--- config.mk ---
export PLATFORM = sky130hd
export DESIGN_NAME = interleaved_base32_encoder
export DESIGN_NICKNAME = d
export VERILOG_FILES = /design/src/rtl/ib32_pkg.sv /design/src/rtl/interleaved_base32_encoder.sv
export SDC_FILE = /design/constraint.sdc
export NUM_CORES = 1
export LEC_CHECK = 0
export BUFFER_PORTS_ARGS = -buffer_cell sky130_fd_sc_hd__buf_2
export CAP_MARGIN = 10
export CORE_MARGIN = 2
export CORE_UTILIZATION = 62
export CTS_CLUSTER_DIAMETER = 100
export DETAILED_ROUTE_END_ITERATION = 16
export PLACE_DENSITY = 0.9
export SLEW_MARGIN = 5
export SYNTH_ARGS = -nofsm -noshare
export SYNTH_HDL_FRONTEND = slang
export SYNTH_SLANG_ARGS = --single-unit
--- constraint.sdc ---
create_clock -name aclk -period 4.13 [get_ports aclk]
set_input_delay 0.413 -clock aclk [delete_from_list [all_inputs] [get_ports aclk]]
set_output_delay 0.413 -clock aclk [all_outputs]
set_load 0.05 [all_outputs]
--- src/rtl/ib32_pkg.sv ---
`timescale 1ns / 1ps

package ib32_pkg;

    localparam int BLOCK_BYTES     = 5;
    localparam int CHARS_PER_BLOCK = 8;
    localparam int CHAR_W          = 7;
    localparam int GROUP_W         = 5;
    localparam int HALF_BITS       = 20;
    localparam int IDX_W           = 3;
    localparam int COUNT_W         = 3;

    localparam logic [7:0]         PAD_FIRST   = 8'h80;
    localparam logic [COUNT_W-1:0] COUNT_FULL  = 3'd4;
    localparam logic [IDX_W-1:0]   IDX_LAST    = 3'd7;
    localparam logic [4:0]         ALPHA_LIMIT = 5'd26;

    typedef struct packed {
        logic [7:0] data_byte;
        logic       end_of_stream;
    } in_item_t;

    typedef struct packed {
        logic [CHAR_W-1:0] out_char;
        logic              out_last;
        logic              stream_done;
    } out_item_t;

    // Map a 5-bit group to its character: a-z, then 0-5.
    function automatic logic [CHAR_W-1:0] enc_char(input logic [GROUP_W-1:0] v);
        logic [CHAR_W-1:0] ch;
        if (v < ALPHA_LIMIT) begin
            ch = 7'h61 + {2'b00, v};
        end else begin
            ch = 7'h30 + {2'b00, v - ALPHA_LIMIT};
        end
        return ch;
    endfunction

endpackage

--- src/rtl/interleaved_base32_encoder.sv ---
`timescale 1ns / 1ps

// Interleaved base32 encoder.
// Input channel (s_valid/s_ready/s_data) takes one byte per item, with
// end_of_stream marking the final byte. Bytes gather into 5-byte blocks;
// an incomplete final block is padded with 0x80 and then zeros.
// Result channel (m_valid/m_ready/m_data) gives 8 characters per block,
// alternating 5 even bits and 5 odd bits, out_last on the eighth and
// stream_done on the eighth of the block that ends the stream.
// The first character is registered and valid in the cycle after the byte
// that completes the block is accepted; the rest follow one per cycle while
// the receiver is ready. Throughput: one byte per cycle is taken while a
// block is gathering; the eight-character output shift register sets the
// sustained rate. The byte that closes a block is held off only while the
// previous block still has characters to deliver, and is taken in the same
// cycle its eighth character goes out.
// When the receiver stalls, the current character holds; gathering goes on
// until the next block is ready to load.
// Reset clears the gathered bytes, the byte count and the output valid.
module interleaved_base32_encoder
    import ib32_pkg::*;
(
    input  logic      aclk,
    input  logic      aresetn,
    input  logic      s_valid,
    output logic      s_ready,
    input  in_item_t  s_data,
    output logic      m_valid,
    input  logic      m_ready,
    output out_item_t m_data
);

    logic [31:0]                       held_reg, held_next;
    logic [COUNT_W-1:0]                count_reg, count_next;
    logic [CHARS_PER_BLOCK*CHAR_W-1:0] chars_reg, chars_next;
    logic [IDX_W-1:0]                  idx_reg, idx_next;
    logic                              busy_reg, busy_next;
    logic                              eos_reg, eos_next;

    logic                              completes;
    logic                              free_now;
    logic                              s_fire;
    logic                              load;
    logic [8*BLOCK_BYTES-1:0]          blk;
    logic [HALF_BITS-1:0]              ev;
    logic [HALF_BITS-1:0]              od;
    logic [CHARS_PER_BLOCK*CHAR_W-1:0] enc;

    assign completes = (count_reg >= COUNT_FULL) || s_data.end_of_stream;
    assign free_now  = !busy_reg || (m_ready && idx_reg == IDX_LAST);
    assign s_ready   = !completes || free_now;
    assign s_fire    = s_valid && s_ready;
    assign load      = s_fire && completes;

    // Assemble the block, oldest byte in the top byte, padding after the new one.
    always_comb begin
        case (count_reg)
            3'd0:    blk = {s_data.data_byte, PAD_FIRST, 24'h0};
            3'd1:    blk = {held_reg[7:0], s_data.data_byte, PAD_FIRST, 16'h0};
            3'd2:    blk = {held_reg[15:0], s_data.data_byte, PAD_FIRST, 8'h0};
            3'd3:    blk = {held_reg[23:0], s_data.data_byte, PAD_FIRST};
            default: blk = {held_reg, s_data.data_byte};
        endcase
    end

    // Split every byte into its even and odd MSB-first bit positions.
    always_comb begin
        for (int i = 0; i < BLOCK_BYTES; i++) begin
            for (int k = 0; k < 4; k++) begin
                ev[HALF_BITS-1-(4*i+k)] = blk[8*BLOCK_BYTES-1-8*i-2*k];
                od[HALF_BITS-1-(4*i+k)] = blk[8*BLOCK_BYTES-2-8*i-2*k];
            end
        end
    end

    // First character goes in the top slot of the shift register.
    always_comb begin
        for (int j = 0; j < CHARS_PER_BLOCK / 2; j++) begin
            enc[CHARS_PER_BLOCK*CHAR_W-1-(2*j)*CHAR_W -: CHAR_W] =
                enc_char(ev[HALF_BITS-1-GROUP_W*j -: GROUP_W]);
            enc[CHARS_PER_BLOCK*CHAR_W-1-(2*j+1)*CHAR_W -: CHAR_W] =
                enc_char(od[HALF_BITS-1-GROUP_W*j -: GROUP_W]);
        end
    end

    always_comb begin
        held_next  = held_reg;
        count_next = count_reg;
        if (s_fire) begin
            if (completes) begin
                held_next  = '0;
                count_next = '0;
            end else begin
                held_next  = {held_reg[23:0], s_data.data_byte};
                count_next = count_reg + 3'd1;
            end
        end
    end

    always_comb begin
        chars_next = chars_reg;
        idx_next   = idx_reg;
        busy_next  = busy_reg;
        eos_next   = eos_reg;
        if (load) begin
            chars_next = enc;
            idx_next   = '0;
            busy_next  = 1'b1;
            eos_next   = s_data.end_of_stream;
        end else if (busy_reg && m_ready) begin
            if (idx_reg == IDX_LAST) begin
                busy_next = 1'b0;
            end else begin
                chars_next = {chars_reg[(CHARS_PER_BLOCK-1)*CHAR_W-1:0], {CHAR_W{1'b0}}};
                idx_next   = idx_reg + 3'd1;
            end
        end
    end

    always_ff @(posedge aclk) begin
        if (!aresetn) begin
            held_reg  <= '0;
            count_reg <= '0;
            idx_reg   <= '0;
            busy_reg  <= 1'b0;
            eos_reg   <= 1'b0;
        end else begin
            held_reg  <= held_next;
            count_reg <= count_next;
            idx_reg   <= idx_next;
            busy_reg  <= busy_next;
            eos_reg   <= eos_next;
        end
    end

    always_ff @(posedge aclk) begin
        chars_reg <= chars_next;
    end

    assign m_valid             = busy_reg;
    assign m_data.out_char     = chars_reg[CHARS_PER_BLOCK*CHAR_W-1 -: CHAR_W];
    assign m_data.out_last     = (idx_reg == IDX_LAST);
    assign m_data.stream_done  = eos_reg && (idx_reg == IDX_LAST);

`ifndef SYNTHESIS
    a_count_range: assert property (@(posedge aclk) disable iff (!aresetn)
        count_reg <= COUNT_FULL)
        else $error("byte count above a full block");

    a_load_when_free: assert property (@(posedge aclk) disable iff (!aresetn)
        (s_valid && s_ready && completes) |-> free_now)
        else $error("block loaded over undelivered characters");

    a_done_is_last: assert property (@(posedge aclk) disable iff (!aresetn)
        (m_valid && m_data.stream_done) |-> m_data.out_last)
        else $error("stream_done without out_last");

    a_drain: assert property (@(posedge aclk) disable iff (!aresetn)
        (m_valid && m_ready && m_data.out_last && !(s_valid && s_ready && completes))
        |=> !m_valid)
        else $error("output stays valid after the eighth character");

    a_gather_clears: assert property (@(posedge aclk) disable iff (!aresetn)
        (s_valid && s_ready && completes) |=> (count_reg == '0 && m_valid && idx_reg == '0))
        else $error("block completion did not restart gathering");
`endif

endmodule

Yosys cells after proc, flatten, opt, wreduce, memory -nomap -nowiden
Index checks and enable logic that the tools add are counted.
- add/sub/neg operators: 26
- magnitude comparators: 9
- eq/ne operators: 5
- multiplexer cells: 17
- bitwise gates (word level): 2
- reduce and logical (&&, ||, !) cells: 17
- operators by type and width (cell ; number):
    $mux 56 ; 3
    $pmux 40 s4 ; 1
    $add 6x5->7 const A ; 8
    $add 6x6->7 const A ; 8
    $mux 7 ; 8
    $lt 5x5->1 const B ; 8
    $sub 5x5->5 const B ; 8
    $mux 32 ; 1
    $add 3x1->3 const B ; 2
    $eq 3x2->1 const B ; 2
    $reduce_and 2->1 ; 3
    $logic_and 1x1->1 ; 5
    $reduce_bool 2->1 ; 2
    $eq 3x1->1 const B ; 1
    $eq 3x3->1 const B ; 1
    $ge 3x3->1 const B ; 1
    $logic_not 3->1 ; 1
    $logic_or 1x1->1 ; 3
    $mux 1 ; 3
    $mux 3 ; 1
    $logic_not 1->1 ; 2
    $ne 2x1->1 const B ; 1
    $not 1->1 ; 2
    $reduce_or 2->1 ; 1
- register bits after elaboration: 96
- word-level logic and storage cells: 82

Depth between registers and ports, before layout
- depth in word-level cells: 8
- gate-level depth with buffers: 16
- gate-level depth less buffers: 11

Least setup slack after synthesis
Ideal clock, no wire load.
- path type: reg-to-reg
- start: reg idx_reg[0]
- end: reg chars_reg[0] (enable)
- data arrival time: 3192 ps
- slack: 523 ps
- cell stages (with the launch flop): 8
- path buffers: 2
- cell sequence: dfxtp_1 > ha_1 > ha_1 > a21boi_0 > or3b_1 > clkbuf_1 > clkbuf_1 > nand2_1
- RTL lines (what ; RTL line ; RTL):
    start, declared ; interleaved_base32_encoder.sv:36 ; logic [IDX_W-1:0] idx_reg, idx_next;
    start signal, assigned ; interleaved_base32_encoder.sv:130 ; idx_reg <= idx_next;
    end signal, assigned ; interleaved_base32_encoder.sv:137 ; chars_reg <= chars_next;
    end, declared ; interleaved_base32_encoder.sv:35 ; logic [CHARS_PER_BLOCK*CHAR_W-1:0] chars_reg, chars_next;

Final worst setup path
- start: reg count_reg[1]
- end: reg chars_reg[23], data pin
- longest elaborated chain between the ends: 7
- elaborated cells on any way between the ends: 17
- classes of those cells: add/sub (3); order compare (2); eq/ne (3); mux (3); reduce/logical (6)
- RTL lines (what ; RTL line ; RTL):
    start, declared ; interleaved_base32_encoder.sv:34 ; logic [COUNT_W-1:0] count_reg, count_next;
    start signal, assigned ; interleaved_base32_encoder.sv:129 ; count_reg <= count_next;
    parallel branches: the longest is 6 deep, another holds $add 6x5->7 ; - ;
    $mux 56 (*) ; interleaved_base32_encoder.sv:105 ; if (load) begin
    named net chars_next[23] ; interleaved_base32_encoder.sv:35 ;
Mark *: on every way through the listed nets, which the timed path passes.
A chain may end at the register's enable or synchronous reset.

==> results.toml <==
[worst_setup_path]
required_ps = 4350
crit_arrival_ps = 3570
critPathMaxFanout = 18
crit_type = "reg2reg"
crit_path_end_kind = "flip-flop"
crit_path_start_kind = "flip-flop"

[worst_hold_path]
hold_path.class = "in2reg"

[layout]
antenna_cells = 0
final_common_cell = "nand2_1"
syn2layout_area_growth_pct = 4.18
final_layout_size_suffix_gt1_share_pct = 11.7
fin_cells = 745
layout_common_cells = "69 x nand2_1, 56 x edfxtp_1, 50 x a22oi_1"
largest_reg_flops = 56
nNetsFinal = 652

[timing]
layout_min_cycle_time_ps = 3350
slew_violations = 0
period_share_pct = 81.1
fin_worst_skew_ps = 15.7
tns_ps = 0
final_hold_viol_count = 0
grt_setup_unrepaired = "no"
tightest_slew_ps = 1220
setup_viol = 0
relSlewSlack_pct = 18.2
fmax_mhz = 298

[floorplanning]
ios = 24
fp.dieW_um = 102
start_util_pct = 64.2
rows = 35
core_area_um2 = 9240
die_h_um = 102
die_area_um2 = 10400

[placement]
place_inst = 729
port_buffers = 23
place_congestion = 0.915
dpl.hpwl_mm = 9.29

[routing]
wl_per_cell_um = 18.0
dr.pass1.iters = 9
drc_errors = 0
route.antenna.remaining_nets = 0
num_vias = 4818
first_iter_violations = 545
drt_wl_total_mm = 13.4
vias_per_cell = 6.47

[clock_tree]
clockRootBuffer = "clkbuf_8"
htree_levels = 3
postCtsSetupRepairBufs = 0
clk_path_buf_depth = 2
insertion_delay_ps = 380
clk_pin_slew_worst_paths_ps = 100
cts_sinks = 96
cts_resized = 0
postCtsHoldBufs = 0
tritoncts = "built"
numCtsBuffers = 9

[logic_synthesis]
ys_types = 62
postSynthNetCount = 666
ys_async_sr_fraction_pct = 0
ys_top_cells_by_area = "edfxtp_1 28%, dfxtp_1 14%, a22oi_1 6.3%"
synth_top_area_share_pct = 28.4
synth_edf_count = 56
syn_inst = 625
ys_seq_elements = 96
synth_area_leader_cell = "edfxtp_1"
synth_flop_cell = "edfxtp_1"
ys_seq_area_share_pct = 41.9
synth_warnings = 0
syn-cell-area_um2 = 5930
syn_avg_cell_area_um2 = 9.49

[power]
ir_worst_vdd_v = 0.000213
p_per_area_nw_per_um2 = 329
leakage_nw = 2.22

[global_routing]
overflow = 0
grt_pass1_vias = 4478
grt_max_degree = 65
grt_use_total_pct = 26.7
antenna_found_initial = 0
grt_pass1_wl_mm = 21.8

[flow_run]
drv_cap = 0

[status]
status = "finished clean"
Yosys cell counts, drive strengths merged, types with 6 or more instances:
cell type,instances
mux2i,8
nor2b,50
a22oi,50
and2,7
nand2,70
a31oi,13
xnor2,17
a21oi,20
xor2,10
o31ai,9
nor2,27
nand3b,6
ha,28
clkbuf,27
nor3b,6
nand3,10
dfxtp,40
o21ai,45
a222oi,7
buf,28
mux2,8
inv,20
edfxtp,56
worst paths after layout:
check                             startpoint            end  slack (ps)  depth (start not counted)
worst max-delay path            count_reg[1]  chars_reg[23]         780                         10
worst min-delay path               s_data[0]        eos_reg         320                          3
worst max register to register  count_reg[1]  chars_reg[23]         780                         10
worst min register to register       eos_reg        eos_reg         500                          2
through the flow:
stage	setup slack, ps	hold WS, ps	total power, W	area [µm²]	util, %
2_1_floorplan	523	450	0.00137	5930	-
3_3_place_gp	1050	473	0.00143	5990	64.8
3_5_place_dp	864	484	0.00145	5990	64.8
4_1_cts	814	314	0.00203	6180	66.8
5_1_grt	529	309	0.00211	6180	66.8
6_report	779	321	0.00203	6180	66.8
per-layer routing:
| metal | GRT usage (%) | vias to the layer above | wire, µm |
|---|---|---|---|
| met5 | 0 | - | 0 |
| met4 | 8.73 | 0 | 372 |
| met3 | 4.97 | 42 | 938 |
| met2 | 45.7 | 229 | 6820 |
| met1 | 34.3 | 2282 | 5260 |
| li1 | - | 2265 | - |
worst max-delay path, stage by stage (launching register included):
cell     delay (ps)
dfxtp_1         400
ha_1            170
ha_1            540
buf_4           330
a21oi_1          90
o21ai_1         350
inv_1            90
ha_1            250
nor3_2          430
mux2_2          390
o21ai_0         150
layout make-up:
class / instances / area [µm²]
Fill cell: 735 / 3060
Clock buffer: 9 / 124
Timing Repair Buffer: 30 / 180
Clock inverter: 7 / 60.1
Sequential cell: 96 / 2480
Tap cell: 129 / 161
Inverter: 20 / 75.1
Multi-Input combinational cell: 454 / 3090
power breakdown:
part | switching (W) | total (W) | internal, W | leakage, nW
sequential | 0.0000226 | 0.00110 | 0.00108 | 0.855
combinational | 0.000220 | 0.000335 | 0.000115 | 1.27
clock | 0.000362 | 0.000594 | 0.000232 | 0.0984
cell families (layout without fill, tap and decap cells):
logic type	count (synthesis)	in the layout	synth area share [%]
buf+inv	75	66	6.10
flops	96	96	41.9
xor+xnor	27	27	3.99
simple gates	194	194	16.9
mux	16	16	2.93
fa+ha+maj	28	28	5.91
compound gates	189	189	22.3
Note: power is estimated with default switching activity, not from simulation.
